## config.mk

```make
export PLATFORM = sky130hd
export DESIGN_NAME = hrf_mul
export DESIGN_NICKNAME = d
export VERILOG_FILES = /design/src/hw/rtl/hrf_mul.sv
export SDC_FILE = /design/constraint.sdc
export NUM_CORES = 2
export LEC_CHECK = 0
export ABC_AREA = 1
export BUFFER_PORTS_ARGS = -buffer_cell sky130_fd_sc_hd__buf_2
export CAP_MARGIN = 0
export CORE_MARGIN = 2
export CORE_UTILIZATION = 60
export DETAILED_ROUTE_END_ITERATION = 8
export PLACE_DENSITY = 0.86
export SYNTH_ARGS = -nofsm -noshare
export SYNTH_HDL_FRONTEND = slang
export SYNTH_SLANG_ARGS = --single-unit
```

## constraint.sdc

```tcl
create_clock -name clk -period 8.9 [get_ports clk]
set_clock_uncertainty 0.1 [all_clocks]
set_input_delay 1.78 -clock clk [delete_from_list [all_inputs] [get_ports clk]]
set_output_delay 1.78 -clock clk [all_outputs]
set_load 0.03 [all_outputs]
```

## src/hw/rtl/hrf_mul.sv

```systemverilog
module hrf_mul #(
	parameter int AW = 41,
	parameter int BW = 41
) (
	input  logic             clk,
	input  logic             en,
	input  logic [AW-1:0]    a,
	input  logic [BW-1:0]    b,
	output logic [AW+BW-1:0] p
);
	localparam int LO = (AW + 1) / 2;
	localparam int HI = AW - LO;

	logic [LO+BW-1:0] pl_s1;
	logic [HI+BW-1:0] ph_s1;

	// two partial products, then one wide add
	always_ff @(posedge clk) begin
		if (en) begin
			pl_s1 <= (LO+BW)'(a[LO-1:0]) * (LO+BW)'(b);
			ph_s1 <= (HI+BW)'(a[AW-1:LO]) * (HI+BW)'(b);
			p     <= ((AW+BW)'(ph_s1) << LO) + (AW+BW)'(pl_s1);
		end
	end
endmodule

```

==> run metrics <==
max-capacitance violation count=0; share of layout cells above drive strength 1=5.03%; Netlist cell types=33; largest family of logic cells by synthesized area=adder cells; post-cts hold buffer count=0; initial core utilization=around three fifths; Adder-Cell Fraction of Synth Area=48.6%; Synth Area in Compound Gates=less than 1%; H-tree level count=1; dominant cell type by area after synthesis=fa_1; CTS tree=yes; Post-synth EDFFs=205; crit-path max FO=31; Pre-antenna DRT Iters=8; Worst Path Arrival=8.42 ns; setup TNS=0 ns; Synth Area in Simple Gates=about 22%; CP endpoint=ph_s1[37]$_DFFE_PP_; Synth Area in XOR/XNOR=1.28%; Worst setup EP type=register; class of the worst hold path=register to register; pins over their slew limit=0; Final period util=92.2%; Critical Path Source=a[27]; CP Launch Type=input pin; gr ovfl total=0; global-route wire length before repair=329000 um; worst skew pair latency=0.56 ns; DIE HEIGHT=343 um; Synthesized Nets=11400; largest net degree at the start of global routing=101; met2 usage=roughly 58%; worst r2r dst=p[56]$_DFFE_PP_; vias in the first global route=61800; root buf cell=clkbuf_16; IO Port Bufs=165; GR Util All Layers=36.1%; synth warn=0; fill cell count=9709; post-synthesis instance total=approximately 9500; Data required, critical path=roughly 9 ns; fmax=roughly 0.12 GHz; Area Growth Syn to Fin=5.21%; post-synthesis sequential area ratio=under 10%; DRC Markers=0; GPL Wtd Cong=1.04; total CTS buffers=23; fin nets=11300; slew margin rel.=21.5%; die width=343 um; synthesis-stage register bit count=205; Final ANT Viol Nets=0; RSZ-0062 raised after global routing=no; Routed wire per std cell=between 15 and 20 um; Worst Tran Pin Value=around 1.2 ns; Core ar.=0.114 mm2; number of vias per cell=5.30; row cnt=124; Fin. Hold Viols=0; post-synthesis mux area share=0%; Final Critical Period=8.20 ns; status=finished, final reports clean; die area=0.118 mm2; # setup viols final=0; prevailing post-synth register cell=edfxtp_1; Initial DRC Count=5565; dpl hpwl=173000 um; Resized Gates After CTS=0; r2r setup slk=a little over 6 ns; Post-CTS Setup Bufs=0; DR vias=approximately 58000; top cell type's share of synthesized area=41.6%; GRT busiest layer=met2; final WL=205000 um; post-layout util=63.6%; Async SR Flop Fraction=0%; Sink Count=205; Critical R2R Launch=pl_s1[36]$_DFFE_PP_; met3 GRT Util=approximately 6.0%; Synth area leaders=fa_1 42%, nand2_1 17%, inv_1 16%; Worst Setup Path Type=input pin to register; Syn Area/Cell=7.30 um2; Mapped Area=0.0691 mm2; worst reg-to-reg path cell count=10; met1 GRT Util=48.6%; initial antenna violation count=8; total I/O pin count=~170; clk slew on worst S/H paths=0.07 ns; Max clock buf depth=3
-- placed cells by master, fill, tap and decap left out, types with 5 or more instances in the layout --
cell type,n
inv_6,7
and2_1,10
edfxtp_1,205
fa_1,1437
nor2_1,260
a21oi_1,91
nand2_1,3195
nor2_4,7
nand3_1,165
ha_1,384
inv_2,16
o21ai_0,6
clkbuf_16,23
buf_12,28
nor3_1,29
nor2_2,33
o21bai_1,13
clkinv_1,5
xnor2_1,19
nand3_2,10
buf_2,164
inv_1,2994
nor3_2,11
diode_2,5
buf_4,146
xor2_1,82
nand4_1,56
nand2_2,11
-- cell type report --
class	instances	area, um2	area share (%)
Tap cell	1512	1890	2.60
Inverter	3013	11300	15.6
Clock buffer	24	579	0.797
Multi-Input combinational cell	5836	50100	68.9
Antenna cell	5	12.5	0.0172
Sequential cell	205	6160	8.46
Timing Repair Buffer	339	2490	3.43
Clock inverter	18	168	0.231
-- how the worst min path moves through the flow --
stage,slack (ns),from,to,depth (start not counted)
2_1_floorplan,0.30,pl_s1[0]$_DFFE_PP_,p[0]$_DFFE_PP_,0
3_3_place_gp,0.30,pl_s1[16]$_DFFE_PP_,p[16]$_DFFE_PP_,0
3_5_place_dp,0.31,pl_s1[1]$_DFFE_PP_,p[1]$_DFFE_PP_,0
4_1_cts,0.31,pl_s1[2]$_DFFE_PP_,p[2]$_DFFE_PP_,0
5_1_grt,0.32,pl_s1[2]$_DFFE_PP_,p[2]$_DFFE_PP_,0
6_report,0.31,pl_s1[2]$_DFFE_PP_,p[2]$_DFFE_PP_,0
-- registers in the layout (all words and copies together), names as in the netlist --
| signal | count |
|---|---|
| pl_s1 | 62 |
| p | 82 |
| ph_s1 | 61 |
-- cells by family after synthesis --
family                     Yosys count
AOI/OAI and AO/OA                  113
and+or+nand+nor                   3801
buffers and inverters             3423
adders and majority gates         1821
DFF                                205
xor gates and xnor gates           101
-- synth_stat cells (3+ instances only) --
master    count
nor3_1       29
edfxtp_1    205
nand2_1    3195
clkinv_1      3
inv_1      2994
nor2_1      260
xor2_1       82
nand2_2      11
nand4_1      56
nor2_2       33
nor3_4        3
inv_2        16
nand3_2      10
clkbuf_1    410
xnor2_1      19
nand2_4       3
o21bai_1     13
fa_1       1437
nand3_1     165
ha_1        384
and2_1       10
o21ai_0       6
nor3_2       11
a21oi_1      91
nor2_4        7
-- worst max-delay path: stages --
cell	delay (ns)
buf_2	0.68
buf_4	0.33
nand2_1	0.09
fa_1	0.52
fa_1	0.51
fa_1	0.52
inv_1	0.06
fa_1	0.55
fa_1	0.45
fa_1	0.50
inv_1	0.06
fa_1	0.47
inv_1	0.04
ha_1	0.36
nand2_1	0.15
nor2_1	0.20
and2_1	0.33
nand4_1	0.15
nand3b_1	0.34
nand2_1	0.13
nand3_1	0.10
nand2_1	0.08
-- layer usage --
| metal | share of wire (%) | vias to the layer above |
|---|---|---|
| met3 | 11 | 601 |
| met2 | 45 | 3248 |
| met1 | 39 | 28200 |
| met5 | 0.016 | - |
| li1 | - | 26000 |
| met4 | 5.3 | 6 |
-- per-stage QoR --
step           cell area (um2)  setup WS (ns)  hold slack (ns)  std cells
6_report                 72700          0.697            0.311      11000
5_1_grt                  72700          0.454            0.316      11000
4_1_cts                  72700          0.863            0.306      10900
3_5_place_dp             72000          0.274            0.305      10900
3_3_place_gp             72000          0.339            0.302      10900
2_1_floorplan            69100           1.38            0.300       9464
Power is left out: the tool's default activity adds up to more than one toggle a clock period on the data nets, which glitch-free logic cannot reach.
