==> config.mk <==
export PLATFORM = sky130hd
export DESIGN_NAME = hrf_sqrt_cell
export DESIGN_NICKNAME = d
export VERILOG_FILES = /design/src/hw/rtl/hrf_pkg.sv /design/src/hw/rtl/hrf_sqrt_cell.sv
export SDC_FILE = /design/constraint.sdc
export NUM_CORES = 1
export LEC_CHECK = 0
export BUFFER_PORTS_ARGS = -buffer_cell sky130_fd_sc_hd__buf_2
export CELL_PAD_IN_SITES_DETAIL_PLACEMENT = 0
export CELL_PAD_IN_SITES_GLOBAL_PLACEMENT = 2
export CORE_MARGIN = 5
export CORE_UTILIZATION = 31
export CTS_CLUSTER_DIAMETER = 100
export DETAILED_ROUTE_END_ITERATION = 16
export PLACE_DENSITY = 0.78
export RECOVER_POWER = 25
export SLEW_MARGIN = 20
export SYNTH_ARGS = -nofsm -noshare
export SYNTH_HDL_FRONTEND = slang
export SYNTH_SLANG_ARGS = --single-unit
==> constraint.sdc <==
create_clock -name clk -period 3.9 [get_ports clk]
set_input_delay 0.39 -clock clk [delete_from_list [all_inputs] [get_ports clk]]
set_output_delay 0.39 -clock clk [all_outputs]
set_load 0.01 [all_outputs]
==> src/hw/rtl/hrf_pkg.sv <==
package hrf_pkg;

	// register map of the write port
	localparam int REG_IDX_W = 2;
	localparam logic [REG_IDX_W-1:0] REG_CENTER_LAT = 2'd0;
	localparam logic [REG_IDX_W-1:0] REG_CENTER_LON = 2'd1;
	localparam logic [REG_IDX_W-1:0] REG_RADIUS_MM  = 2'd2;

	localparam int LAT_W  = 31;
	localparam int LON_W  = 32;
	localparam int DIST_W = 35;

	// cordic datapath: x/y in q40 with headroom, angles in q60
	localparam int XY_W    = 44;
	localparam int ANG_W   = 63;
	localparam int UNIT_W  = 41;
	localparam int RAD_W   = 82;
	localparam int REM_W   = 44;
	localparam int SQ_STEPS = 41;

	localparam logic [63:0] PI_Q62      = 64'hC90FDAA22168C235;
	localparam logic [63:0] RAD_K_FULL  = (PI_Q62 + 64'd900000000) / 64'd1800000000;
	localparam logic [32:0] RAD_K       = RAD_K_FULL[32:0];
	localparam logic signed [XY_W-1:0] INVK_Q40 = 44'sd667681663043;
	localparam logic [40:0] ONE_Q40     = 41'h100_0000_0000;
	localparam logic [63:0] ZMAX_FULL   = PI_Q62 >> 3;
	localparam logic [60:0] ZMAX        = ZMAX_FULL[60:0];
	localparam logic [33:0] EARTH_DIAM_MM = 34'd12742000000;
	localparam logic [DIST_W-1:0] MARGIN_MM = 35'd1000;
	localparam logic signed [LAT_W-1:0] LAT_LIM = 31'sd900000000;

	typedef struct packed {
		logic signed [XY_W-1:0]  x;
		logic signed [XY_W-1:0]  y;
		logic signed [ANG_W-1:0] z;
	} cordic_t;

	typedef struct packed {
		logic [RAD_W-1:0]  rad;
		logic [REM_W-1:0]  rem;
		logic [UNIT_W-1:0] root;
	} sqrt_t;

	typedef struct packed {
		logic              inside_res;
		logic [DIST_W-1:0] distance_mm;
	} res_t;

	// shift-subtract divide, elaboration only
	function automatic logic [63:0] udiv64(input logic [63:0] n, input logic [63:0] d);
		logic [64:0] r;
		logic [63:0] q;
		r = '0;
		q = '0;
		for (int b = 63; b >= 0; b--) begin
			r = {r[63:0], n[b]};
			if (r >= {1'b0, d}) begin
				r = r - {1'b0, d};
				q[b] = 1'b1;
			end
		end
		return q;
	endfunction

	// atan(2^-i) in q60, series evaluated in q62
	function automatic logic [ANG_W-1:0] atan_q60(input int i);
		logic [63:0] v;
		logic [63:0] term;
		logic [63:0] v2;
		int e;
		if (i == 0) begin
			v = PI_Q62 >> 2;
		end else begin
			v = '0;
			for (int k = 0; k < 32; k++) begin
				e = 62 - i * (2 * k + 1);
				if (e >= 0) begin
					term = udiv64(64'd1 << e, 64'(2 * k + 1));
					if (k % 2 == 1) v = v - term;
					else v = v + term;
				end
			end
		end
		v2 = (v + 64'd2) >> 2;
		return v2[ANG_W-1:0];
	endfunction

endpackage

==> src/hw/rtl/hrf_sqrt_cell.sv <==
module hrf_sqrt_cell #(
	parameter int IDX = 0
) (
	input  logic           clk,
	input  logic           en,
	input  hrf_pkg::sqrt_t d_i,
	output hrf_pkg::sqrt_t d_o
);
	logic [hrf_pkg::REM_W-1:0] rem_n, trial;
	logic                      ge;
	hrf_pkg::sqrt_t            nxt;

	always_comb begin
		rem_n = {d_i.rem[hrf_pkg::REM_W-3:0], d_i.rad[2*IDX+1 -: 2]};
		trial = {1'b0, d_i.root, 2'b01};
		ge    = rem_n >= trial;
		nxt.rad  = d_i.rad;
		nxt.rem  = ge ? rem_n - trial : rem_n;
		nxt.root = {d_i.root[hrf_pkg::UNIT_W-2:0], ge};
	end

	always_ff @(posedge clk) begin
		if (en) d_o <= nxt;
	end
endmodule

==> results of run 1 <==
[per-stage QoR]
stage,util,total power [mW],setup WS [ps],std cells
after floorplan,-,2.89,1090,657
after global placement,0.389,3.34,552,1310
after detailed placement,0.389,3.35,516,1310
after CTS,0.411,5.09,985,1342
after global routing,0.409,5.27,758,1342
final,0.409,5.00,927,1342
[kinds of logic after synthesis]
| family | after synthesis | share of synthesized area |
|---|---|---|
| compound gates | 157 | 0.128 |
| xor+xnor | 40 | 0.0418 |
| fa+ha+maj | 43 | 0.0642 |
| buf+inv | 86 | 0.0425 |
| flops | 167 | 0.598 |
| mux | 36 | 0.0482 |
| simple gates | 128 | 0.0770 |
[layout make-up]
type                    count  share of cell area
flip-flops and latches    167               0.457
multi-input cells         404               0.275
repair buffers            340               0.156
clock buffers              18              0.0391
well taps                 341              0.0389
inverters                  58              0.0199
clock inverters            14              0.0138
[where the power goes]
group | leakage [nW] | internal (mW) | switching (mW)
clock | 0.282 | 0.861 | 0.849
sequential | 1.63 | 2.20 | 0.0399
combinational | 2.82 | 0.443 | 0.614
total | 4.74 | 3.50 | 1.50
[cells in the mapped netlist (11+ instances only)]
library cell	number
a21o_1	21
nor2_1	29
edfxtp_1	167
nand3_1	11
ha_1	43
mux2_1	35
nand2_1	39
buf_2	15
o21ai_0	19
nand4_1	12
a21oi_1	47
xnor2_1	28
inv_1	57
xor2_1	12
o21ai_1	12
[worst max-delay path by stage]
stage	end	slack [ps]	cells after the start
after floorplan	d_o[78]$_DFFE_PP_	1090	12
after global placement	d_o[56]$_DFFE_PP_	550	11
after detailed placement	d_o[77]$_DFFE_PP_	520	11
after CTS	d_o[77]$_DFFE_PP_	980	11
after global routing	d_o[78]$_DFFE_PP_	760	13
final	d_o[77]$_DFFE_PP_	930	11
[per-layer routing]
| layer | part of all wire | wire length (um) | up-vias | global-route usage |
|---|---|---|---|---|
| met5 | 0.0011 | 27 | - | 0 |
| met4 | 0.013 | 325 | 4 | 0.0406 |
| met3 | 0.067 | 1690 | 26 | 0.0385 |
| met2 | 0.48 | 12200 | 229 | 0.275 |
| met1 | 0.44 | 11100 | 2972 | 0.212 |
| li1 | - | - | 3100 | - |
==> impl_results.md, run 1 <==
- Crit path from: d_i[13]
- Peak supply drop: 0.000251 V
- CP top delay family: compound AO/OA/AOI/OAI gates
- Vias in the first global route: 6596
- Crit start category: primary input
- Top cell type's share of synthesized area: 0.598
- WL/cell: 18.8 um
- Design area: 0.0110 sq mm
- Yosys warnings: 0
- Worst-path clk slew: 80 ps
- Final setup viols: 0
- Leakage power: 4.74 nW
- First-pass GRT wire length: 38800 um
- Actual slew at the worst max-slew pin: 653 ps
- Final hold violations: 0
- Ys async rst share: 0
- Slew HR: 0.565
- Max stage delay on crit path: 480 ps
- Residual DRC count: 0
- Top flop regs: d_o (167)
- Max reg flops: 167
- Unique cell type count in the Yosys netlist: 66
- Commonest cells after routing, fill and taps aside: buf_2 (297), edfxtp_1 (167), inv_1 (57)
- H-tree levels: 4
- Core area: 0.0268 sq mm
- Sum Neg Setup Slack: 0 ps
- Sequential area share after synthesis: 0.598
- Gp weighted congestion: 0.800
- Hold EP: d_o[118]$_DFFE_PP_
- Post-route ant nets: 0
- N_diodes: 0
- Row Count: 60
- Layout Nets: 1200
- Initial DRC count: 378
- # hold bufs at CTS: 0
- PwrDens: 456 mW/mm^2
- WS Path Type: primary input to flop
- Post-DP HPWL: 20000 um
- Critical Path End Type: flop
- Multi-input logic area: 0.00302 sq mm
- Most flops, register: d_o
- RSZ-0062 raised after global routing: no
- Fmax achieved: 336 MHz
- Crit path DAT: 3150 ps
- Area contributors post-synth: edfxtp_1 (60%), ha_1 (6.4%), mux2_1 (4.7%)
- Antenna violations before repair: 2
- Gr ovfl total: 0
- CTS tree: done
- Hold slack: 122 ps
- Hold path depth: 1
- Mapped Cells: 657
- Avg Cell Area, Syn: 12.8 sq um
- Fill count: 2638
- Max-slew violation count: 0
- CP most frequent cell: o211a_1
- Resized Gates After CTS: 0
- Post-synthesis net count: 869
- Placed cell area: 0.0104 sq mm
- Register Area: 0.00501 sq mm
- Status: completed
- Clock Path Buffers: 2
- Total of max-cap violations: 0
- Clk sinks: 167
- Slowest CP cell: ha_1
- Worst path required time: 4080 ps
- Synth area leader: edfxtp_1
- Synth Flop Type: edfxtp_1
- Area growth from synthesis to layout: 30.8%
- Hold Startpoint: d_i[118]
- Tmin final: 2970 ps
- Starting density of the core: 0.313
- Vias per cell: 4.72
- Netlist Area Pre-Place: 0.00838 sq mm
- Gr usage total: 0.163
- CTS buffer count: 17
- Total Wirelength: 25300 um
- Port Buffer Count: 333
- Post-synth EDFFs: 167
- Largest net degree at the start of global routing: 76
- Pre-antenna DRT Iters: 5
- Worst-path fanout max: 20
- Die Wd: 174 um
- Hold crit path type: primary input to flop
- #FFs+latches synth: 167
- Worst path cell trace: buf_2, inv_1, ha_1, nand3_1, nor3_1, o211a_1, o211a_1, o211ai_2, a21oi_4, buf_4, mux2_1
- Share of cells above drive strength 1: 0.358
- Clk root buf: clkbuf_16
- Ports: 336
- Final period utilization: 0.762
- Die Ht: 174 um
- Die area: 0.0304 sq mm
- Setup bufs post-CTS: 0
- Buffers & Inverters on Critical Path: 3
- Most common cell after layout, fill and taps aside: buf_2
- Vias: 6331
Power figures use the tool's default switching activity.
==> run 2, diff against run 1 <==
--- a/config.mk
+++ b/config.mk
@@ -9,10 +9,10 @@
 export CELL_PAD_IN_SITES_DETAIL_PLACEMENT = 0
 export CELL_PAD_IN_SITES_GLOBAL_PLACEMENT = 2
 export CORE_MARGIN = 5
-export CORE_UTILIZATION = 31
+export CORE_UTILIZATION = 28
 export CTS_CLUSTER_DIAMETER = 100
 export DETAILED_ROUTE_END_ITERATION = 16
-export PLACE_DENSITY = 0.78
+export PLACE_DENSITY = 0.74
 export RECOVER_POWER = 25
 export SLEW_MARGIN = 20
 export SYNTH_ARGS = -nofsm -noshare
==> constraint.sdc (replaced) <==
create_clock -name clk -period 2.65 [get_ports clk]
set_input_delay 0.265 -clock clk [delete_from_list [all_inputs] [get_ports clk]]
set_output_delay 0.265 -clock clk [all_outputs]
set_load 0.01 [all_outputs]
==> impl_results.md, run 2 (synthesis results as in run 1) <==
- First-pass GRT wire length: 41500 um (+7.1%)
- Buffers & Inverters on Critical Path: 4 (+1)
- Seq pwr share: 0.422 (-0.025)
- Status: completed
- Post-route ant nets: 0 (unchanged)
- Tmin final: 2540 ps
- Die Ht: 183 um (+4.9%)
- Most flops, register: d_o
- Gate power share: 0.253 (+0.042)
- Clk sinks: 167 (unchanged)
- Crit start category: primary input
- Total of max-cap violations: 0 (unchanged)
- Cell depth of the worst setup path: 13 (+2)
- Critical Path End Type: flop
- H-tree levels: 4 (unchanged)
- Die area: 0.0335 sq mm (+10%)
- Register Area: 0.00501 sq mm (unchanged)
- Slew HR: 0.0837 (-0.481)
- Hold crit path type: primary input to flop
- Hold EP: d_o[108]$_DFFE_PP_
- Row Count: 63 (+5.0%)
- Max-slew violation count: 0 (unchanged)
- Clk root buf: clkbuf_16
- Leakage power: 5.87 nW (+24%)
- WL/cell: 17.1 um (-9.2%)
- Sum Neg Setup Slack: 0 ps (unchanged)
- Worst path required time: 2830 ps (-1250 ps)
- Clock power frac: 0.324 (-0.018)
- Worst-path fanout max: 23 (+15%)
- Vias: 7156 (+13%)
- Worst path cell trace: buf_2, inv_1, ha_1, and2b_1, o2111ai_2, a21oi_1, buf_4, o211a_1, o211a_1, o211ai_2, a21oi_4, buf_12, mux2_1
- Total Wirelength: 27700 um (+9.7%)
- Initial DRC count: 313 (-17%)
- Peak supply drop: 0.000339 V (+35%)
- Core Util, Final: 0.443 (+0.0343)
- Final setup viols: 0 (unchanged)
- Hold slack: 17.7 ps (-105 ps)
- Antenna violations before repair: 1 (-1)
- Gp weighted congestion: 0.854 (+6.8%)
- Actual slew at the worst max-slew pin: 1370 ps (+722 ps)
- Core area: 0.0296 sq mm (+11%)
- Clock Path Buffers: 2 (unchanged)
- WS Path Type: primary input to flop
- Multi-input logic area: 0.00313 sq mm (+3.8%)
- Hold Startpoint: d_i[108]
- Hold path depth: 1 (unchanged)
- Pre-antenna DRT Iters: 5 (unchanged)
- Share of cells above drive strength 1: 0.444 (+0.0867)
- Most common cell after layout, fill and taps aside: buf_2
- CTS tree: done
- Final hold violations: 0 (unchanged)
- Starting density of the core: 0.283 (-0.0299)
- Gr usage total: 0.159 (-0.00412)
- Gr ovfl total: 0 (unchanged)
- Slowest CP cell: mux2_1
- PwrDens: 595 mW/mm^2 (+30%)
- Largest net degree at the start of global routing: 63 (-17%)
- Area growth from synthesis to layout: 56.8%
- CTS buffer count: 17 (unchanged)
- Pint: 5.49 mW (+57%)
- Ports: 336 (unchanged)
- Port Buffer Count: 333 (unchanged)
- Crit path DAT: 2720 ps (-430 ps)
- Commonest cells after routing, fill and taps aside: buf_2 (314), edfxtp_1 (167), buf_4 (148)
- Residual DRC count: 0 (unchanged)
- Die Wd: 183 um (+4.9%)
- Layout Nets: 1430 (+19%)
- Sw Ratio: 0.298 (-0.00200)
- Final period utilization: 0.957
- Vias in the first global route: 7448 (+13%)
- Vias per cell: 4.41 (-6.5%)
- Post-DP HPWL: 21600 um (+8.1%)
- Max reg flops: 167 (unchanged)
- Tot Pwr: 7.82 mW (+56%)
- CP top delay family: compound AO/OA/AOI/OAI gates
- Worst-path clk slew: 70 ps (about the same)
- CP most frequent cell: o211a_1
- Switch Pwr: 2.33 mW (+55%)
- Top flop regs: d_o (167)
- Fmax achieved: 394 MHz
- Max stage delay on crit path: 330 ps (-150 ps)
- Fill count: 2863 (+8.5%)
==> run 2: layout make-up <==
class                      count  area share
antenna                        1    0.000190
tap                          390      0.0371
sequential                   167       0.382
multi-input combinational    404       0.238
clock inverter                15      0.0133
timing repair buffer         570       0.280
clock buffer                  17      0.0324
inverter                      58      0.0166
==> run 2: timing repair <==
item / 4_1_cts / 5_1_grt
hold endpoints to repair: 83 / 2
pin swaps: 0 / 8
gates resized for setup: 2 / 25
setup endpoints to repair: 3 / 40
hold buffers: 83 / 2
setup buffers: 0 / 4
==> run 2: power by group through the flow <==
| stage | clock (mW) | combinational (mW) | sequential, mW |
|---|---|---|---|
| 6_report | 2.54 | 1.98 | 3.30 |
| 4_1_cts | 2.61 | 1.97 | 3.31 |
| 3_3_place_gp | 0 | 1.85 | 3.36 |
| 3_5_place_dp | 0 | 1.86 | 3.36 |
| 5_1_grt | 2.72 | 2.16 | 3.33 |
| 2_1_floorplan | 0 | 0.734 | 3.52 |
==> run 2: per-stage QoR <==
stage,cells,cell area [sq um],worst slack (ps)
2_1_floorplan,657,8390,7.78
3_3_place_gp,1500,11600,-607
3_5_place_dp,1500,11600,-573
4_1_cts,1615,13000,8.02
5_1_grt,1622,13100,-12.8
6_report,1622,13100,113
==> run 2: metal layers <==
metal	part of all wire	vias to the layer above	global-route usage
met1	0.43	3329	0.202
li1	-	3566	-
met3	0.062	21	0.0337
met4	0.015	0	0.0414
met5	0	-	0
met2	0.49	240	0.277
==> run 2: worst max-delay path by stage <==
| stage | from | to |
|---|---|---|
| after floorplan | d_i[16] | d_o[78]$_DFFE_PP_ |
| after global placement | d_i[85] | d_o[81]$_DFFE_PP_ |
| after detailed placement | d_i[0] | d_o[77]$_DFFE_PP_ |
| after CTS | d_i[2] | d_o[77]$_DFFE_PP_ |
| after global routing | d_i[9] | d_o[53]$_DFFE_PP_ |
| final | d_i[0] | d_o[44]$_DFFE_PP_ |
