[src/hw/rtl/hrf_pkg.sv]
package hrf_pkg;

	// register map of the write port
	localparam int REG_IDX_W = 2;
	localparam logic [REG_IDX_W-1:0] REG_CENTER_LAT = 2'd0;
	localparam logic [REG_IDX_W-1:0] REG_CENTER_LON = 2'd1;
	localparam logic [REG_IDX_W-1:0] REG_RADIUS_MM  = 2'd2;

	localparam int LAT_W  = 31;
	localparam int LON_W  = 32;
	localparam int DIST_W = 35;

	// cordic datapath: x/y in q40 with headroom, angles in q60
	localparam int XY_W    = 44;
	localparam int ANG_W   = 63;
	localparam int UNIT_W  = 41;
	localparam int RAD_W   = 82;
	localparam int REM_W   = 44;
	localparam int SQ_STEPS = 41;

	localparam logic [63:0] PI_Q62      = 64'hC90FDAA22168C235;
	localparam logic [63:0] RAD_K_FULL  = (PI_Q62 + 64'd900000000) / 64'd1800000000;
	localparam logic [32:0] RAD_K       = RAD_K_FULL[32:0];
	localparam logic signed [XY_W-1:0] INVK_Q40 = 44'sd667681663043;
	localparam logic [40:0] ONE_Q40     = 41'h100_0000_0000;
	localparam logic [63:0] ZMAX_FULL   = PI_Q62 >> 3;
	localparam logic [60:0] ZMAX        = ZMAX_FULL[60:0];
	localparam logic [33:0] EARTH_DIAM_MM = 34'd12742000000;
	localparam logic [DIST_W-1:0] MARGIN_MM = 35'd1000;
	localparam logic signed [LAT_W-1:0] LAT_LIM = 31'sd900000000;

	typedef struct packed {
		logic signed [XY_W-1:0]  x;
		logic signed [XY_W-1:0]  y;
		logic signed [ANG_W-1:0] z;
	} cordic_t;

	typedef struct packed {
		logic [RAD_W-1:0]  rad;
		logic [REM_W-1:0]  rem;
		logic [UNIT_W-1:0] root;
	} sqrt_t;

	typedef struct packed {
		logic              inside_res;
		logic [DIST_W-1:0] distance_mm;
	} res_t;

	// shift-subtract divide, elaboration only
	function automatic logic [63:0] udiv64(input logic [63:0] n, input logic [63:0] d);
		logic [64:0] r;
		logic [63:0] q;
		r = '0;
		q = '0;
		for (int b = 63; b >= 0; b--) begin
			r = {r[63:0], n[b]};
			if (r >= {1'b0, d}) begin
				r = r - {1'b0, d};
				q[b] = 1'b1;
			end
		end
		return q;
	endfunction

	// atan(2^-i) in q60, series evaluated in q62
	function automatic logic [ANG_W-1:0] atan_q60(input int i);
		logic [63:0] v;
		logic [63:0] term;
		logic [63:0] v2;
		int e;
		if (i == 0) begin
			v = PI_Q62 >> 2;
		end else begin
			v = '0;
			for (int k = 0; k < 32; k++) begin
				e = 62 - i * (2 * k + 1);
				if (e >= 0) begin
					term = udiv64(64'd1 << e, 64'(2 * k + 1));
					if (k % 2 == 1) v = v - term;
					else v = v + term;
				end
			end
		end
		v2 = (v + 64'd2) >> 2;
		return v2[ANG_W-1:0];
	endfunction

endpackage

[src/hw/rtl/hrf_cordic_cell.sv]
module hrf_cordic_cell #(
	parameter bit VECT = 1'b0,
	parameter int IDX  = 0
) (
	input  logic             clk,
	input  logic             en,
	input  hrf_pkg::cordic_t d_i,
	output hrf_pkg::cordic_t d_o
);
	localparam logic signed [hrf_pkg::ANG_W-1:0] ANGLE = hrf_pkg::atan_q60(IDX);

	logic signed [hrf_pkg::XY_W-1:0] dx, dy;
	logic                            dir;
	hrf_pkg::cordic_t                nxt;

	always_comb begin
		dx  = d_i.y >>> IDX;
		dy  = d_i.x >>> IDX;
		// rotation follows the angle sign, vectoring drives y to zero
		dir = VECT ? ~d_i.y[hrf_pkg::XY_W-1] : ~d_i.z[hrf_pkg::ANG_W-1];
		if (dir ^ VECT) begin
			nxt.x = d_i.x - dx;
			nxt.y = d_i.y + dy;
			nxt.z = d_i.z - ANGLE;
		end else begin
			nxt.x = d_i.x + dx;
			nxt.y = d_i.y - dy;
			nxt.z = d_i.z + ANGLE;
		end
	end

	always_ff @(posedge clk) begin
		if (en) d_o <= nxt;
	end
endmodule

[config.mk]
export PLATFORM = sky130hd
export DESIGN_NAME = hrf_cordic_cell
export DESIGN_NICKNAME = d
export VERILOG_FILES = /design/src/hw/rtl/hrf_pkg.sv /design/src/hw/rtl/hrf_cordic_cell.sv
export SDC_FILE = /design/constraint.sdc
export NUM_CORES = 1
export LEC_CHECK = 0
export ABC_AREA = 1
export CAP_MARGIN = 5
export CORE_MARGIN = 5
export CORE_UTILIZATION = 35
export DETAILED_ROUTE_END_ITERATION = 8
export DONT_BUFFER_PORTS = 1
export MAX_ROUTING_LAYER = met4
export PLACE_DENSITY = 0.58
export SYNTH_ARGS = -nofsm -noshare
export SYNTH_HDL_FRONTEND = slang
export SYNTH_SLANG_ARGS = --single-unit
export TNS_END_PERCENT = 1
[constraint.sdc]
create_clock -name clk -period 3.1 [get_ports clk]
set_clock_uncertainty 0.1 [all_clocks]
set_input_delay 0.31 -clock clk [delete_from_list [all_inputs] [get_ports clk]]
set_output_delay 0.31 -clock clk [all_outputs]
set_load 0.02 [all_outputs]
==> results.sh, run 1 <==
export IMPL_tritoncts="done"
export IMPL_die_x_um=250
export IMPL_report_final_slew_viol_count=0
export IMPL_fin_area_sq_um=21700
export IMPL_htreeDepth=4
export IMPL_async_flop_share_pct=0
export IMPL_grt_pass1_wl_um=124000
export IMPL_grtUsageTotal_pct=26.7
export IMPL_ys_seq_area_share_pct=22.3
export IMPL_endpoint_kind="flop"
export IMPL_hp_class="in2reg"
export IMPL_gp_congestion=1.04
export IMPL_finalHoldViolCount=78
export IMPL_cts_resized_gates=0
export IMPL_status="complete, but fails checks"
export IMPL_critPathLaunch="d_i[107]"
export IMPL_wl_um=84500
export IMPL_ys_seq_elements=150
export IMPL_clock_tree_root_cell="clkbuf_16"
export IMPL_final_cells=4112
export IMPL_finalSetupViolCount=0
export IMPL_vias=21291
export IMPL_antenna_found_initial=0
export IMPL_syn_instance_count=3328
export IMPL_netlist_area_sq_um=20200
export IMPL_cts_sinks=150
export IMPL_synth_nets=3675
export IMPL_synth_top_area_share_pct=22.3
export IMPL_grt_pass1_vias=20446
export IMPL_numPlacedInstances=4074
export IMPL_drtAntennaViolNets=0
export IMPL_grt_ovfl_total=0
export IMPL_fin_nets=3682
export IMPL_ys_flop_type="edfxtp_1"
export IMPL_antenna_cells=0
export IMPL_dpl_hpwl_um=70200
export IMPL_crit_type="in2reg"
export IMPL_rows=88
export IMPL_setup_tns_ns=0
export IMPL_ys_types=45
export IMPL_timing_fmax_mhz=334
export IMPL_power_leakage_nw=10.9
export IMPL_areaGrowthSynthToFinish_pct=7.56
export IMPL_core_area_sq_um=57400
export IMPL_hold_depth=0
export IMPL_die_y_um=250
export IMPL_period_share_pct=96.6
export IMPL_maxSlewHeadroom_pct=20.7
export IMPL_largestRegisters="d_o x150"
export IMPL_firstDrtPassIters=6
export IMPL_p_per_area_nw_per_um2=403
export IMPL_vias_per_cell=5.18
export IMPL_yosysMostFrequentCell="nand2_1"
export IMPL_clockBufferDepth=2
export IMPL_hold_start="en"
export IMPL_dpl_cell_area_sq_um=21000
export IMPL_critPathMaxFanout=5
export IMPL_grt_max_degree=151
export IMPL_rsz0062_at_grt="no"
export IMPL_cp_start_kind="input pin"
export IMPL_ioPinCount=304
export IMPL_fin_hold_ws_ns=-0.136
export IMPL_ys_top_cells_by_count="nand2_1 (1,092), inv_1 (556), nor2_1 (344)"
export IMPL_cts_setup_buffers=0
export IMPL_first_iter_violations=1729
export IMPL_final_min_clock_period_ns=2.99
export IMPL_cts_buffers=17
export IMPL_die_area_sq_um=62600
export IMPL_ys_warn_count=0
export IMPL_crit_required_ns=3.25
export IMPL_avgSynthCellArea_sq_um=6.07
export IMPL_top_register="d_o"
export IMPL_drc_errors=0
export IMPL_start_util_pct=35.2
export IMPL_drt_wirelength_per_cell_um=20.6
export IMPL_tightestPinTransition_ns=1.19
export IMPL_layout_drive_gt1_share_pct=5.02
export IMPL_largest_register_ffs=150
export IMPL_hold_buffers=7
export IMPL_violations="negative hold slack"
export IMPL_drv_cap=0
export IMPL_peakVddDrop_v=0.000455
export IMPL_synth_area_leaders="edfxtp_1 (22%), nand2_1 (20%), ha_1 (12%)"
export IMPL_synth_edf_count=150
export IMPL_clkTransAtPathRegs_ns=0.07
export IMPL_synth_area_leader_cell="edfxtp_1"
export IMPL_arrival_ns=3.15
export IMPL_port_buffers=0
power breakdown:
group / switching, mW / internal [mW]
logic: 2.30 / 1.01
clock network: 0.966 / 1.26
registers: 0.554 / 2.66
total: 3.82 / 4.94
final timing paths:
| path | endpoint |
|---|---|
| hold / removal | d_o[95] |
| setup / recovery | d_o[103] |
layout make-up:
class / count / area, sq um
fill: 6417 / 35700
multi-input combinational: 2552 / 13100
sequential: 150 / 4500
inverter: 567 / 2130
tap: 765 / 957
clock buffer: 20 / 437
timing repair buffer: 47 / 390
clock inverter: 11 / 151
routing by layer:
layer / GRT usage (%) / part of all wire (%) / vias up
li1: - / - / 10575
met1: 32.4 / 42 / 9787
met2: 43.9 / 47 / 770
met3: 5.38 / 6.9 / 159
met4: 10.5 / 4.2 / 0
met5: - / 0 / -
layout by cell type, fill, tap and decap left out, types with 7 or more instances in the layout:
cell type	count
o22ai_1	8
ha_1	190
nor2_2	37
nand3_1	275
o21ai_2	7
a21oi_1	215
inv_2	9
a21oi_2	7
nor2_1	344
o21ai_0	143
nand2_1	1092
edfxtp_1	150
xor2_1	58
inv_1	556
nand4_1	33
nor3_1	21
buf_4	40
o21a_1	9
o21bai_1	36
nand2_2	18
clkbuf_16	17
cell families (layout without fill, tap and decap cells):
group / Yosys count / count (layout) / share of synthesized area, %
flops: 150 / 150 / 22.3
fa+ha+maj: 194 / 194 / 12.2
xor+xnor: 60 / 60 / 2.60
compound gates: 442 / 442 / 12.1
buf+inv: 626 / 645 / 12.6
simple gates: 1854 / 1854 / 38.2
mux: 2 / 2 / 0.0992
worst max-delay path, cell delays in order:
cell           delay, ns
dlygate4sd3_1       0.53
ha_1                0.24
fa_1                0.51
inv_1               0.31
nand2_1             0.10
nand3_1             0.25
nand2_1             0.09
nand2_1             0.14
inv_1               0.10
nor2_1              0.09
buf_4               0.14
nor2_1              0.06
nand2_1             0.05
nand2_1             0.05
nand3_1             0.09
nand2_1             0.06
stage by stage:
step	hold WS [ns]	worst slack, ns	total power, mW	util (%)
4_1_cts	-0.175	0.161	8.79	37.8
6_report	-0.136	0.106	8.76	37.8
3_3_place_gp	0.344	0.132	6.49	36.7
5_1_grt	-0.177	0.0416	9.28	37.8
3_5_place_dp	0.346	0.128	6.47	36.7
2_1_floorplan	0.322	0.294	5.42	-
(Power assumes the default switching activity.)
==> run 2, diff against run 1 <==
--- a/config.mk
+++ b/config.mk
@@ -11,8 +11,9 @@
 export CORE_UTILIZATION = 35
 export DETAILED_ROUTE_END_ITERATION = 8
 export DONT_BUFFER_PORTS = 1
+export GPL_ROUTABILITY_DRIVEN = 0
 export MAX_ROUTING_LAYER = met4
-export PLACE_DENSITY = 0.58
+export PLACE_DENSITY = 0.59
 export SYNTH_ARGS = -nofsm -noshare
 export SYNTH_HDL_FRONTEND = slang
 export SYNTH_SLANG_ARGS = --single-unit
==> constraint.sdc (replaced) <==
create_clock -name clk -period 3.7 [get_ports clk]
set_clock_uncertainty 0.1 [all_clocks]
set_input_delay 0.37 -clock clk [delete_from_list [all_inputs] [get_ports clk]]
set_output_delay 0.37 -clock clk [all_outputs]
set_load 0.02 [all_outputs]
==> results.sh, run 2 (synthesis gave the netlist of run 1 again) <==
export IMPL_setup_ws_ns=1.04
export IMPL_dpl_cell_area_sq_um=20800
export IMPL_final_cells=4080
export IMPL_first_iter_violations=1740
export IMPL_cts_buffers=17
export IMPL_core_area_sq_um=57400
export IMPL_final_min_clock_period_ns=2.66
export IMPL_arrival_ns=2.81
export IMPL_top_layer="met4"
export IMPL_drtAntennaViolNets=0
export IMPL_clock_tree_root_cell="clkbuf_16"
export IMPL_pre_cts_slack_ns=0.602
export IMPL_tightestPinTransition_ns=0.707
export IMPL_areaGrowthSynthToFinish_pct=6.65
export IMPL_cts_sinks=150
export IMPL_wl_met1_um=32900
export IMPL_clockBufferDepth=2
export IMPL_die_x_um=250
export IMPL_grt_pass1_wl_um=118000
export IMPL_maxSlewHeadroom_pct=52.8
export IMPL_timing_fmax_mhz=376
export IMPL_top_register="d_o"
export IMPL_tritoncts="done"
export IMPL_start_util_pct=35.2
export IMPL_grt_ovfl_total=0
export IMPL_layout_drive_gt1_share_pct=4.19
export IMPL_setup_tns_ns=0
export IMPL_finalPower_mw=7.42
export IMPL_largest_register_ffs=150
export IMPL_report_final_slew_viol_count=0
export IMPL_vias=21069
export IMPL_finalSetupViolCount=0
export IMPL_die_area_sq_um=62600
export IMPL_wl_um=79400
export IMPL_layout_commonest_cell="nand2_1"
export IMPL_fin_nets=3648
export IMPL_finalHoldViolCount=0
export IMPL_clkTransAtPathRegs_ns=0.07
export IMPL_drt_wirelength_per_cell_um=19.5
export IMPL_grt_max_degree=125
export IMPL_cp_start_kind="input pin"
export IMPL_vias_per_cell=5.16
export IMPL_status="finished clean"
export IMPL_largestRegisters="d_o x150"
export IMPL_ioPinCount=304
export IMPL_wl_met3_um=5900
export IMPL_fin_area_sq_um=21500
export IMPL_port_buffers=0
export IMPL_drv_cap=0
export IMPL_dpl_hpwl_um=66600
export IMPL_numPlacedInstances=4042
export IMPL_final_cell_mix="nand2_1 (1,092), inv_1 (556), nor2_1 (344), nand3_1 (275), a21oi_1 (215)"
export IMPL_drc_errors=0
export IMPL_crit_type="in2reg"
export IMPL_post_route_util_pct=37.5
export IMPL_crit_required_ns=3.85
export IMPL_peakVddDrop_v=0.000382
export IMPL_hp_class="in2reg"
export IMPL_grtUsageTotal_pct=25.3
export IMPL_period_share_pct=71.9
export IMPL_grt_pass1_vias=20180
export IMPL_critPathMaxFanout=4
export IMPL_htreeDepth=4
export IMPL_antenna_found_initial=1
export IMPL_endpoint_kind="flop"
export IMPL_dr_wl_met2_um=36900
export IMPL_die_y_um=250
export IMPL_power_leakage_nw=10.8
export IMPL_rows=88
export IMPL_rsz0062_at_grt="no"
export IMPL_cts_setup_buffers=0
export IMPL_fin_hold_ws_ns=0.0786
export IMPL_firstDrtPassIters=7
export IMPL_p_per_area_nw_per_um2=345
[run 2: changes by cell type in the layout (fill, tap and decap cells not counted), sizes merged, moves of 2 or more]
| cell | previous run | this run |
|---|---|---|
| bufinv | 3 | 5 |
| clkinvlp | 3 | 1 |
| dlygate4sd3 | 5 | 3 |
| buf | 42 | 10 |
[run 2: worst paths after layout]
check | slack (ns) | endpoint | from | cells after the start
worst max-delay path | 1.04 | d_o[139] | d_i[107] | 15
worst min-delay path | 0.08 | d_o[63] | d_i[107] | 2
[run 2: what timing repair did]
item / in CTS / in global routing
hold buffers: 5 / 0
resized for setup: 0 / 0
hold endpoints to repair: 126 / 0
[run 2: per-layer routing]
layer	up-vias	GRT usage, %
li1	10513	-
met1	9556	30.3
met2	844	41.7
met3	156	4.89
met4	0	10.8
met5	-	-
[run 2: cell type report]
type                            count  area (sq um)
Timing Repair Buffer               13           138
Sequential cell                   150          4500
Clock inverter                     13           221
Fill cell                        6335         35800
Multi-Input combinational cell   2552         13100
Antenna cell                        1          2.50
Clock buffer                       19           433
Tap cell                          765           957
Inverter                          567          2130
[run 2: power by group]
group | internal, mW | total (mW) | switching, mW
clock | 1.21 | 2.03 | 0.825
sequential | 2.23 | 2.70 | 0.470
combinational | 0.805 | 2.69 | 1.89
[run 2: worst max-delay path, cell delays in order]
cell and delay [ns]:
inv_1 0.02, ha_1 0.23, fa_1 0.52, inv_1 0.30, nand2_1 0.09, nand3_1 0.24, nand2_1 0.11, nand2_1 0.24
nand2_1 0.12, nand2_1 0.13, nand2_1 0.13, nand2_1 0.10, nand2_1 0.05, nand3_1 0.07, nand2_1 0.07
==> run 3, diff against run 2 <==
--- a/config.mk
+++ b/config.mk
@@ -13,7 +13,7 @@
 export DONT_BUFFER_PORTS = 1
 export GPL_ROUTABILITY_DRIVEN = 0
 export MAX_ROUTING_LAYER = met4
-export PLACE_DENSITY = 0.59
+export PLACE_DENSITY = 0.61
 export SYNTH_ARGS = -nofsm -noshare
 export SYNTH_HDL_FRONTEND = slang
 export SYNTH_SLANG_ARGS = --single-unit
==> constraint.sdc (replaced) <==
create_clock -name clk -period 2.4 [get_ports clk]
set_clock_uncertainty 0.1 [all_clocks]
set_input_delay 0.24 -clock clk [delete_from_list [all_inputs] [get_ports clk]]
set_output_delay 0.24 -clock clk [all_outputs]
set_load 0.02 [all_outputs]
==> results.sh, run 3 (synthesis gave the netlist of run 1 again) <==
export IMPL_maxSlewHeadroom_pct=34.2
export IMPL_wl_um=81400
export IMPL_grt_pass1_wl_um=121000
export IMPL_die_y_um=250
export IMPL_clock_tree_root_cell="clkbuf_16"
export IMPL_rsz0062_at_grt="no"
export IMPL_fin_hold_ws_ns=-0.194
export IMPL_antenna_found_initial=0
export IMPL_drc_errors=0
export IMPL_areaGrowthSynthToFinish_pct=20.8
export IMPL_hold_depth=0
export IMPL_antenna_cells=0
export IMPL_die_area_sq_um=62600
export IMPL_cts_setup_buffers=0
export IMPL_setup_ws_ns=0.0770
export IMPL_top_register="d_o"
export IMPL_endpoint_kind="flop"
export IMPL_tritoncts="done"
export IMPL_hold_start="en"
export IMPL_finalSetupViolCount=0
export IMPL_core_area_sq_um=57400
export IMPL_pre_cts_slack_ns=-0.219
export IMPL_p_per_area_nw_per_um2=490
export IMPL_fin_area_sq_um=24400
export IMPL_start_util_pct=35.2
export IMPL_power_leakage_nw=12.6
export IMPL_timing_fmax_mhz=430
export IMPL_cts_sinks=150
export IMPL_tightestPinTransition_ns=0.983
export IMPL_drtAntennaViolNets=0
export IMPL_rows=88
export IMPL_drv_cap=0
export IMPL_die_x_um=250
export IMPL_cp_start_kind="input pin"
export IMPL_fin_nets=4037
export IMPL_grt_max_degree=151
export IMPL_largestRegisters="d_o x150"
export IMPL_setup_tns_ns=0
export IMPL_grt_ovfl_total=0
export IMPL_first_iter_violations=2015
export IMPL_clockBufferDepth=2
export IMPL_crit_required_ns=2.54
export IMPL_ioPinCount=304
export IMPL_peakVddDrop_v=0.000625
export IMPL_htreeDepth=4
export IMPL_cts_buffers=17
export IMPL_final_min_clock_period_ns=2.32
export IMPL_report_final_slew_viol_count=0
export IMPL_finalPower_mw=12.0
export IMPL_layout_drive_gt1_share_pct=14.3
export IMPL_dpl_hpwl_um=68100
export IMPL_crit_type="in2reg"
export IMPL_finalHoldViolCount=112
export IMPL_drt_wirelength_per_cell_um=18.2
export IMPL_vias_per_cell=5.03
export IMPL_arrival_ns=2.46
export IMPL_hold_buffers=10
export IMPL_status="complete, but fails checks"
export IMPL_final_cell_mix="nand2_1 (1,090), inv_1 (556), buf_4 (392), nor2_1 (344), nand3_1 (274)"
export IMPL_grt_pass1_vias=21660
export IMPL_critPathMaxFanout=4
export IMPL_layout_commonest_cell="nand2_1"
export IMPL_hp_class="in2reg"
export IMPL_clkTransAtPathRegs_ns=0.07
export IMPL_period_share_pct=96.8
export IMPL_port_buffers=0
export IMPL_largest_register_ffs=150
export IMPL_violations="negative hold slack"
export IMPL_min_to="d_o[103]"
export IMPL_dpl_cell_area_sq_um=23700
export IMPL_grtUsageTotal_pct=25.8
export IMPL_vias=22475
export IMPL_firstDrtPassIters=6
run 3: cell count changes in the layout (fill, tap and decap cells not counted), moves of 2 or more:
cell,change
nand2_2,+2
buf_4,+384
fa_1,-2
inv_8,+4
fa_2,+2
dlygate4sd3_1,+6
bufinv_16,-4
clkbuf_1,-2
nand2_1,-2
run 3: power by group:
| part | total (mW) | internal, mW | switching, mW | leakage (nW) |
|---|---|---|---|---|
| logic | 4.95 | 1.92 | 3.04 | 10.9 |
| clock network | 2.86 | 1.47 | 1.39 | 0.286 |
| registers | 4.15 | 3.44 | 0.709 | 1.47 |
run 3: through the flow:
step	hold slack [ns]	util [%]	instances
2_1_floorplan	0.252	-	3328
4_1_cts	-0.234	42.5	4468
3_5_place_dp	0.284	41.3	4426
6_report	-0.194	42.5	4468
5_1_grt	-0.230	42.5	4468
3_3_place_gp	0.274	41.3	4426
run 3: worst max-delay path by stage:
stage	start	endpoint	slack, ns	cells after the start
global route	d_i[108]	d_o[93]	0.005	13
global placement	d_i[62]	d_o[60]	-0.22	13
CTS	d_i[0]	d_o[60]	0.09	14
finish	d_i[108]	d_o[93]	0.08	13
detailed placement	d_i[62]	d_o[60]	-0.22	13
floorplan	d_i[62]	d_o[34]	0.03	14
run 3: layout make-up:
type	instances	area, sq um
clock buffers	17	425
clock inverters	15	159
fillers	6100	33000
inverters	567	2130
multi-input cells	2552	13200
flip-flops and latches	150	4500
well taps	765	957
repair buffers	402	3060
run 3: timing repair:
action | in CTS | in global routing
endpoints found under the hold margin | 216 | 150
setup endpoints to repair | 0 | 2
resized for setup | 0 | 5
run 3: critical path, stage by stage:
cell and delay (ns):
dlygate4sd3_1 0.56, fa_1 0.47, inv_1 0.14, buf_4 0.14, nand2_1 0.05, nand3_1 0.09, inv_1 0.08, o21ai_2 0.22
nand2_1 0.14, nand2_1 0.09, nand2_1 0.05, nand3_1 0.06, nand2_1 0.11
run 3: layer usage:
| metal | share of wire, % | GRT usage (%) | vias to the layer above |
|---|---|---|---|
| li1 | - | - | 11277 |
| met1 | 41 | 31.1 | 10074 |
| met2 | 45 | 41.6 | 937 |
| met3 | 8.3 | 5.22 | 187 |
| met4 | 5.2 | 11.9 | 0 |
| met5 | 0 | - | - |
